### config.mk
export PLATFORM = sky130hd
export DESIGN_NAME = raycast_wall_texel_mapper
export DESIGN_NICKNAME = d
export VERILOG_FILES = /design/src/rtl/rwtm_pkg.sv /design/src/rtl/rwtm_div.sv /design/src/rtl/raycast_wall_texel_mapper.sv
export SDC_FILE = /design/constraint.sdc
export NUM_CORES = 2
export LEC_CHECK = 0
export BUFFER_PORTS_ARGS = -buffer_cell sky130_fd_sc_hd__buf_2
export CORE_ASPECT_RATIO = 1.2
export CORE_UTILIZATION = 59
export CTS_CLUSTER_SIZE = 8
export DETAILED_ROUTE_END_ITERATION = 10
export PLACE_DENSITY = 0.78
export SETUP_SLACK_MARGIN = 0.5
export SLEW_MARGIN = 0
export SYNTH_ARGS = -nofsm -noshare
export SYNTH_HDL_FRONTEND = slang
export SYNTH_HIERARCHICAL = 1
export SYNTH_SLANG_ARGS = --single-unit
### constraint.sdc
create_clock -name clock -period 27.7 [get_ports clock]
set_input_delay 8.31 -clock clock [delete_from_list [all_inputs] [get_ports clock]]
set_output_delay 8.31 -clock clock [all_outputs]
set_load 0.01 [all_outputs]
### src/rtl/rwtm_pkg.sv
// Shared widths, command codes and divider status type for the wall texel mapper.
`timescale 1ns / 1ps

package rwtm_pkg;

   // Command codes carried in req_tuser
   localparam logic CMD_COLUMN = 1'b0;
   localparam logic CMD_ROW    = 1'b1;

   // Texture facings
   localparam logic [1:0] TEX_EAST  = 2'd0;
   localparam logic [1:0] TEX_WEST  = 2'd1;
   localparam logic [1:0] TEX_SOUTH = 2'd2;
   localparam logic [1:0] TEX_NORTH = 2'd3;

   // Field widths
   localparam int SIZE_W = 11;                 // texture width/height register
   localparam int LH_W   = 15;                 // line height
   localparam int DEN_W  = LH_W + 8;           // line height * 256
   localparam int QUO_W  = SIZE_W;             // quotient bits kept before the clamp
   localparam int NUM_W  = DEN_W + QUO_W;      // d * height

   typedef struct packed {
      logic done;
      logic ovf;
   } div_status_type;

endpackage

### src/rtl/rwtm_div.sv
// Restoring divider, one quotient bit per cycle, with quotient overflow flag.
`timescale 1ns / 1ps

module rwtm_div
   import rwtm_pkg::*;
(
   input  logic                 clock,
   input  logic                 reset,
   input  logic                 start,
   input  logic [NUM_W-1:0]     num,
   input  logic [DEN_W-1:0]     den,
   output div_status_type       stat,
   output logic [QUO_W-1:0]     quo
);

   localparam int CNT_W = $clog2(QUO_W + 1);

   logic                 busy_ff, busy_in;
   logic                 done_ff, done_in;
   logic                 ovf_ff, ovf_in;
   logic [CNT_W-1:0]     cnt_ff, cnt_in;
   logic [DEN_W:0]       rem_ff, rem_in;
   logic [QUO_W-1:0]     lo_ff, lo_in;

   logic [DEN_W:0]       trial;
   logic                 fits;

   assign trial = {rem_ff[DEN_W-1:0], lo_ff[QUO_W-1]};
   assign fits  = trial >= {1'b0, den};

   always_comb begin
      busy_in = busy_ff;
      done_in = 1'b0;
      ovf_in  = ovf_ff;
      cnt_in  = cnt_ff;
      rem_in  = rem_ff;
      lo_in   = lo_ff;
      if (start) begin
         // quotient would not fit in QUO_W bits: flag it and skip the steps
         if (num >= {den, {QUO_W{1'b0}}}) begin
            ovf_in  = 1'b1;
            done_in = 1'b1;
            busy_in = 1'b0;
         end else begin
            ovf_in  = 1'b0;
            busy_in = 1'b1;
            cnt_in  = CNT_W'(QUO_W);
            rem_in  = {1'b0, num[NUM_W-1:QUO_W]};
            lo_in   = num[QUO_W-1:0];
         end
      end else if (busy_ff) begin
         rem_in = fits ? (trial - {1'b0, den}) : trial;
         lo_in  = {lo_ff[QUO_W-2:0], fits};
         cnt_in = cnt_ff - CNT_W'(1);
         if (cnt_ff == CNT_W'(1)) begin
            busy_in = 1'b0;
            done_in = 1'b1;
         end
      end
   end

   always_ff @(posedge clock) begin
      if (reset) begin
         busy_ff <= 1'b0;
         done_ff <= 1'b0;
         ovf_ff  <= 1'b0;
         cnt_ff  <= '0;
      end else begin
         busy_ff <= busy_in;
         done_ff <= done_in;
         ovf_ff  <= ovf_in;
         cnt_ff  <= cnt_in;
      end
   end

   always_ff @(posedge clock) begin
      rem_ff <= rem_in;
      lo_ff  <= lo_in;
   end

   assign stat.done = done_ff;
   assign stat.ovf  = ovf_ff;
   assign quo       = lo_ff;

endmodule

### src/rtl/raycast_wall_texel_mapper.sv
// Raycaster wall texel mapper: column setup and per-row texel address generation.
`timescale 1ns / 1ps

// A column item (req_tuser = 0) picks the wall texture, works out the texture
// column and stores it with the line height, end row and screen column; it
// gives no result; the block takes the next item after ST_COL_MUL, ST_COL_FRAC
// and ST_COL_DONE. A row item (req_tuser = 1) gives one result with the
// texture row, texel byte offset and screen coordinates. It passes ST_ROW_MUL,
// ST_ROW_GO, ST_ROW_DIV (the 11-step restoring divider, whose steps are skipped
// on quotient overflow), ST_ROW_OFF and ST_ROW_OUT; rows at or above the start
// of the texture skip the division. The block takes the next item in the cycle
// after the result is loaded. All products go through one shared 25x18
// multiplier with a registered output. req_tready is high only while no item
// is in flight. The result sits in an output register, so the block returns
// to idle as soon as that register is free; a stalled result holds the block
// in its last state. Texture sizes are written over the csr port, which is
// always ready; write them only while the block is idle.
module raycast_wall_texel_mapper
   import rwtm_pkg::*;
#(
   parameter int SCREEN_HEIGHT = 512,
   parameter int MAX_TEX_SIZE  = 1024
) (
   input  logic         clock,
   input  logic         reset,
   // hit_side[0], dir_x[18:1], dir_y[36:19], viewer_x[60:37], viewer_y[84:61],
   // wall_distance[108:85], line_height[123:109], end_row[133:124],
   // column_x[143:134], row_y[152:144], zero[159:153]
   input  logic [159:0] req_tdata,
   input  logic         req_tuser,  // cmd[0]
   input  logic         req_tvalid,
   output logic         req_tready,
   // texture_id[1:0], texel_col[11:2], texel_row[21:12], texel_offset[43:22],
   // screen_x[53:44], screen_y[62:54], zero[63]
   output logic [63:0]  rsp_tdata,
   output logic         rsp_tlast,
   output logic         rsp_tvalid,
   input  logic         rsp_tready,
   input  logic         csr_valid,
   output logic         csr_ready,
   input  logic [2:0]   csr_index,
   input  logic [10:0]  csr_data
);

   localparam logic [12:0] MAX_SIZE   = 13'(MAX_TEX_SIZE);
   localparam logic [23:0] ROW_CENTER = 24'(SCREEN_HEIGHT * 128);

   localparam logic [3:0] ST_IDLE     = 4'd0;
   localparam logic [3:0] ST_COL_MUL  = 4'd1;
   localparam logic [3:0] ST_COL_FRAC = 4'd2;
   localparam logic [3:0] ST_COL_DONE = 4'd3;
   localparam logic [3:0] ST_ROW_MUL  = 4'd4;
   localparam logic [3:0] ST_ROW_GO   = 4'd5;
   localparam logic [3:0] ST_ROW_DIV  = 4'd6;
   localparam logic [3:0] ST_ROW_OFF  = 4'd7;
   localparam logic [3:0] ST_ROW_OUT  = 4'd8;

   function automatic logic [SIZE_W-1:0] eff_size(input logic [SIZE_W-1:0] v);
      logic [SIZE_W-1:0] r;
      if (v == '0)
         r = SIZE_W'(1);
      else if ({2'b00, v} > MAX_SIZE)
         r = MAX_SIZE[SIZE_W-1:0];
      else
         r = v;
      return r;
   endfunction

   // input fields
   logic               in_side;
   logic signed [17:0] in_dir_x, in_dir_y;
   logic [23:0]        in_view_x, in_view_y, in_dist;
   logic [LH_W-1:0]    in_lh;
   logic [9:0]         in_end_row, in_column;
   logic [8:0]         in_row_y;

   assign in_side    = req_tdata[0];
   assign in_dir_x   = req_tdata[18:1];
   assign in_dir_y   = req_tdata[36:19];
   assign in_view_x  = req_tdata[60:37];
   assign in_view_y  = req_tdata[84:61];
   assign in_dist    = req_tdata[108:85];
   assign in_lh      = req_tdata[123:109];
   assign in_end_row = req_tdata[133:124];
   assign in_column  = req_tdata[143:134];
   assign in_row_y   = req_tdata[152:144];

   logic [3:0]          state_ff, state_in;
   logic [SIZE_W-1:0]   width_ff  [4];
   logic [SIZE_W-1:0]   height_ff [4];

   logic [1:0]          cur_tex_ff;
   logic [9:0]          cur_texel_col_ff;
   logic [LH_W-1:0]     cur_lh_ff;
   logic [9:0]          cur_end_ff;
   logic [9:0]          cur_column_ff;

   logic [23:0]         dist_ff;
   logic signed [17:0]  dir_ff;
   logic [15:0]         view_frac_ff;
   logic                mirror_ff;
   logic signed [23:0]  d_ff;
   logic [8:0]          y_ff;
   logic [9:0]          row_ff;
   logic signed [42:0]  prod_ff;

   logic                rsp_valid_ff;
   logic [63:0]         rsp_data_ff;
   logic                rsp_last_ff;

   logic                accept;
   logic [1:0]          tex_sel;
   logic                mirror_sel;
   logic [SIZE_W-1:0]   w_eff, h_eff, h_max;
   logic signed [24:0]  mul_a;
   logic signed [17:0]  mul_b;
   logic [15:0]         frac;
   logic [SIZE_W-1:0]   col_raw, col_fix;
   logic                d_pos;
   logic                out_load;
   logic [19:0]         ofs_sum;
   logic                row_last;
   logic [SIZE_W-1:0]   row_clamp;

   div_status_type      div_stat;
   logic [QUO_W-1:0]    div_quo;

   assign accept     = req_tvalid && req_tready;
   assign req_tready = (state_ff == ST_IDLE);
   assign csr_ready  = 1'b1;

   // texture choice and mirroring from hit side and direction signs
   always_comb begin
      if (!in_side && !in_dir_x[17] && in_dir_x != '0)
         tex_sel = TEX_EAST;
      else if (!in_side && in_dir_x[17])
         tex_sel = TEX_WEST;
      else if (in_side && !in_dir_y[17] && in_dir_y != '0)
         tex_sel = TEX_SOUTH;
      else
         tex_sel = TEX_NORTH;
   end

   assign mirror_sel = (tex_sel == TEX_EAST) || (in_side && in_dir_y[17]);

   assign w_eff = eff_size(width_ff[cur_tex_ff]);
   assign h_eff = eff_size(height_ff[cur_tex_ff]);
   assign h_max = h_eff - SIZE_W'(1);

   assign frac    = view_frac_ff + prod_ff[31:16];
   assign col_raw = prod_ff[26:16];
   assign col_fix = mirror_ff ? (w_eff - col_raw - SIZE_W'(1)) : col_raw;
   assign d_pos   = !d_ff[23] && (d_ff != '0);

   // shared multiplier operand select
   always_comb begin
      case (state_ff)
         ST_COL_MUL: begin
            mul_a = $signed({1'b0, dist_ff});
            mul_b = dir_ff;
         end
         ST_COL_FRAC: begin
            mul_a = $signed({9'b0, frac});
            mul_b = $signed({7'b0, w_eff});
         end
         ST_ROW_MUL: begin
            mul_a = $signed({2'b0, d_ff[22:0]});
            mul_b = $signed({7'b0, h_eff});
         end
         ST_ROW_OFF: begin
            mul_a = $signed({15'b0, row_ff});
            mul_b = $signed({7'b0, w_eff});
         end
         default: begin
            mul_a = '0;
            mul_b = '0;
         end
      endcase
   end

   always_ff @(posedge clock) begin
      prod_ff <= mul_a * mul_b;
   end

   rwtm_div u_div (
      .clock (clock),
      .reset (reset),
      .start (state_ff == ST_ROW_GO),
      .num   (prod_ff[NUM_W-1:0]),
      .den   ({cur_lh_ff, 8'b0}),
      .stat  (div_stat),
      .quo   (div_quo)
   );

   assign row_clamp = (div_stat.ovf || div_quo > h_max) ? h_max : div_quo;

   assign out_load = (state_ff == ST_ROW_OUT) && (!rsp_valid_ff || rsp_tready);
   assign ofs_sum  = prod_ff[19:0] + {10'b0, cur_texel_col_ff};
   assign row_last = (cur_end_ff != '0) && ({1'b0, y_ff} + 10'd1 == cur_end_ff);

   always_comb begin
      state_in = state_ff;
      unique case (state_ff)
         ST_IDLE:
            if (accept)
               state_in = (req_tuser == CMD_COLUMN) ? ST_COL_MUL : ST_ROW_MUL;
         ST_COL_MUL:  state_in = ST_COL_FRAC;
         ST_COL_FRAC: state_in = ST_COL_DONE;
         ST_COL_DONE: state_in = ST_IDLE;
         ST_ROW_MUL:  state_in = d_pos ? ST_ROW_GO : ST_ROW_OFF;
         ST_ROW_GO:   state_in = ST_ROW_DIV;
         ST_ROW_DIV:
            if (div_stat.done)
               state_in = ST_ROW_OFF;
         ST_ROW_OFF:  state_in = ST_ROW_OUT;
         ST_ROW_OUT:
            if (out_load)
               state_in = ST_IDLE;
         default:     state_in = ST_IDLE;
      endcase
   end

   always_ff @(posedge clock) begin
      if (reset) begin
         state_ff         <= ST_IDLE;
         rsp_valid_ff     <= 1'b0;
         cur_tex_ff       <= TEX_EAST;
         cur_texel_col_ff <= '0;
         cur_lh_ff        <= LH_W'(1);
         cur_end_ff       <= '0;
         cur_column_ff    <= '0;
         for (int i = 0; i < 4; i++) begin
            width_ff[i]  <= SIZE_W'(64);
            height_ff[i] <= SIZE_W'(64);
         end
      end else begin
         state_ff <= state_in;
         if (out_load)
            rsp_valid_ff <= 1'b1;
         else if (rsp_tready)
            rsp_valid_ff <= 1'b0;
         if (csr_valid && csr_ready) begin
            if (!csr_index[0])
               width_ff[csr_index[2:1]] <= csr_data;
            else
               height_ff[csr_index[2:1]] <= csr_data;
         end
         if (accept && req_tuser == CMD_COLUMN) begin
            cur_tex_ff    <= tex_sel;
            cur_lh_ff     <= (in_lh == '0) ? LH_W'(1) : in_lh;
            cur_end_ff    <= in_end_row;
            cur_column_ff <= in_column;
         end
         if (state_ff == ST_COL_DONE)
            cur_texel_col_ff <= col_fix[9:0];
      end
   end

   // working registers, no reset needed
   always_ff @(posedge clock) begin
      if (accept) begin
         dist_ff      <= in_dist;
         dir_ff       <= in_side ? in_dir_x : in_dir_y;
         view_frac_ff <= in_side ? in_view_x[15:0] : in_view_y[15:0];
         mirror_ff    <= mirror_sel;
         y_ff         <= in_row_y;
         d_ff         <= $signed({7'b0, in_row_y, 8'b0}
                                 + {2'b0, cur_lh_ff, 7'b0} - ROW_CENTER);
      end
      if (state_ff == ST_ROW_MUL && !d_pos)
         row_ff <= '0;
      else if (state_ff == ST_ROW_DIV && div_stat.done)
         row_ff <= row_clamp[9:0];
      if (out_load) begin
         rsp_data_ff <= {1'b0, y_ff, cur_column_ff, ofs_sum, 2'b00, row_ff,
                         cur_texel_col_ff, cur_tex_ff};
         rsp_last_ff <= row_last;
      end
   end

   assign rsp_tvalid = rsp_valid_ff;
   assign rsp_tdata  = rsp_data_ff;
   assign rsp_tlast  = rsp_last_ff;

endmodule

==> qor.yml <==
grt_max_degree: 69
crit_chain: "buf_2 > ha_1 > ha_1 > fa_1 > a21o_1 > a21oi_1 > nor2b_1 > o21a_1 > nor3_1 > o31ai_1 > o41a_1 > xnor2_1"
tns_ns: 0
wl_um: 90700
gp_congestion: 0.960
numCtsBuffers: 54
synth_area_um2: 32400
layout_setup_ws_ns: 17.07
grt_pass1_vias: 25900
instances_no_fill: 4227
diodes: 0
critPathTopFamily: "compound AO/OA/AOI/OAI gates"
yosysUniqueCellTypes: 90
period_share_pct: 38.4
synth_edf_count: 269
path_common_cell: "ha_1"
syn_avg_cell_area_um2: 9.88
dp_worst_setup_slack_ns: 16.48
rsz0062_at_grt: "false"
h-tree-depth: 2
placeableCoreArea_um2: 54000
finClkSkew_ns: 0.0780
ys_async_sr_fraction_pct: 0
ctsResizeCount: 0
ys_seq_elements: 374
crit_path_end_kind: "flop"
io_pins: 248
synth_cells: 3278
dp.cells: 4125
ys_seq_area_share_pct: 31.4
synthToLayoutAreaGrowth_pct: 10.7
max_stage_delay_ns: 0.41
nNetsFinal: 4203
min_path_type: "flop to flop"
clkTransAtPathRegs_ns: 0.05
dr_total_vias: 25100
ir_worst_vdd_mv: 0.0753
dp_hpwl_um: 69100
cts.sinks: 374
grt-ovfl-total: 0
critPathKind: "input port to flop"
initial_core_util_pct: 60.0
cts-root-buf: "clkbuf_16"
period_minus_slack_ns: 10.63
finalHoldViolCount: 0
cts_tree: "built"
whs_ns: 0.427
die_h_um: 259
fmax_mhz: 94.0
die_area_um2: 55800
path_max_fanout: 2
firstDrtPassIters: 6
postRouteAntennaNets: 0
postCtsSetupBuffers: 0
setup_viol_count_final: 0
drive_above_1_share_pct: 13.0
worstPathArrival_ns: 10.99
ctsHoldBuffers: 0
worst_pin_slew_ns: 1.31
outcome: "completed"
route.detailed.wl_per_inst_um: 21.5
drv_cap: 0
slew_violations: 0
port_buffers: 220
yosysWarnings: 6
clk_latency_ns: 0.65
grt_usage_pct: 33.2
leakage_uw: 0.0155
start_kind: "input port"
clockBufferDepth: 3
cellPowerDensity_nw_per_um2: 91.0
antenna_found_initial: 1
cp_num_buf_inv: 1
required_ns: 28.06
grt_pass1_wl_um: 141000
viasPerCell: 5.93
slowest_stage: "fa_1"
die_w_um: 216
power_uw: 3260
relSlewSlack_pct: 12.0
drc_errors: 0
fillers: 4269
drt_iter0_markers: 2154
row_count: 93
synth_flop_cell: "edfxtp_1"
## cells in the mapped netlist, drive strengths merged, types with 16 or more instances
cell / instances / share of area, %
nand2: 364 / 4.2
nand3: 36 / 0.56
nor2b: 35 / 0.68
a22oi: 18 / 0.42
o21ai: 107 / 1.7
nor3: 38 / 0.59
nor4: 26 / 0.52
dfxtp: 105 / 6.5
edfxtp: 269 / 25
a211oi: 22 / 0.54
nand4: 20 / 0.39
a21o: 31 / 0.72
ha: 222 / 8.6
fa: 332 / 21
buf: 35 / 0.60
xnor2: 85 / 2.3
clkbuf: 103 / 1.2
nand2b: 32 / 0.62
a21oi: 143 / 2.2
mux4: 21 / 1.5
or2: 20 / 0.39
nor2: 256 / 3.0
or3: 16 / 0.31
o21a: 24 / 0.56
inv: 498 / 5.8
and3: 18 / 0.35
mux2: 58 / 2.0
and2: 107 / 2.1
xor2: 34 / 0.92
mux2i: 17 / 0.53
## final cells by class
type	count	area, um^2	area share, %
Multi-Input combinational cell	2279	19800	55.4
Sequential cell	374	10200	28.4
Clock buffer	97	1530	4.28
Tap cell	712	891	2.49
Inverter	499	1880	5.23
Clock inverter	5	103	0.286
Timing Repair Buffer	261	1410	3.93
## where the power goes
| group | switching, uW | internal, uW | total, uW | leakage, uW |
|---|---|---|---|---|
| registers | 98.6 | 718 | 816 | 0.00337 |
| logic | 1160 | 656 | 1810 | 0.0114 |
| clock network | 256 | 373 | 629 | 0.000771 |
## layout by cell type (no fill, tap or decap), types with 24 or more instances in the layout
| cell | netlist | layout |
|---|---|---|
| a21o_1 | 31 | 31 |
| buf_4 | 8 | 41 |
| o21ai_0 | 101 | 100 |
| nor4_1 | 25 | 25 |
| nor2_1 | 251 | 250 |
| xnor2_1 | 85 | 85 |
| a21oi_1 | 141 | 141 |
| buf_2 | 15 | 220 |
| nand2_1 | 364 | 364 |
| o21a_1 | 24 | 24 |
| nand3_1 | 36 | 36 |
| and2_1 | 105 | 105 |
| clkbuf_1 | 102 | 41 |
| xor2_1 | 34 | 34 |
| nand2b_1 | 32 | 32 |
| nor2b_1 | 35 | 34 |
| clkbuf_16 | 0 | 54 |
| edfxtp_1 | 269 | 269 |
| fa_1 | 332 | 332 |
| inv_1 | 498 | 497 |
| mux2_2 | 58 | 58 |
| ha_1 | 222 | 222 |
| nor3_1 | 38 | 37 |
| dfxtp_1 | 105 | 105 |
## path summary, 6_finish.rpt
check	from	end	slack, ns	cells past startpoint
max reg2reg	flop	prod_ff[32]	17.37	29
min reg2reg	cur_column_ff[5]	rsp_tdata[49]	0.43	0
max	req_tdata[145]	d_ff[21]	17.07	12
min	cur_column_ff[5]	rsp_tdata[49]	0.43	0
## per-stage QoR
| step | utilization (%) | area [um^2] |
|---|---|---|
| after floorplan | - | 32400 |
| after global placement | 63.3 | 34200 |
| after detailed placement | 63.3 | 34200 |
| after CTS | 66.4 | 35800 |
| after global routing | 66.4 | 35800 |
| final | 66.4 | 35800 |
## state kept, by name, summed over array words and instances (netlist names), 9 cells and up, named ones only
register	cells
prod_ff	34
row_ff	10
dir_ff	18
cur_texel_col_ff	10
d_ff	17
rsp_tdata	61
view_frac_ff	16
cur_lh_ff	15
height_ff	44
u_div/rem_ff	23
y_ff	9
width_ff	44
cur_end_ff	10
dist_ff	24
u_div/quo	11
cur_column_ff	10
## layer usage
metal  up-vias  wire length, um  GRT usage [%]
met2      1298            43900           55.6
li1      11300                -              -
met1     12200            33300           41.1
met4         0             4910           17.4
met5         -                0              0
met3       268             8600           6.15
## cell families (layout without fill, tap and decap cells)
family,after synthesis,after routing,synth area share (%)
and+or+nand+nor,998,998,14.4
buffers and inverters,637,862,7.59
adders and majority gates,554,554,29.1
AOI/OAI and AO/OA,498,498,10.2
DFF,374,374,31.4
xor gates and xnor gates,119,119,3.22
muxes,96,96,4.00
other,2,14,0.0232
Note: power is estimated with default switching activity, not from simulation.
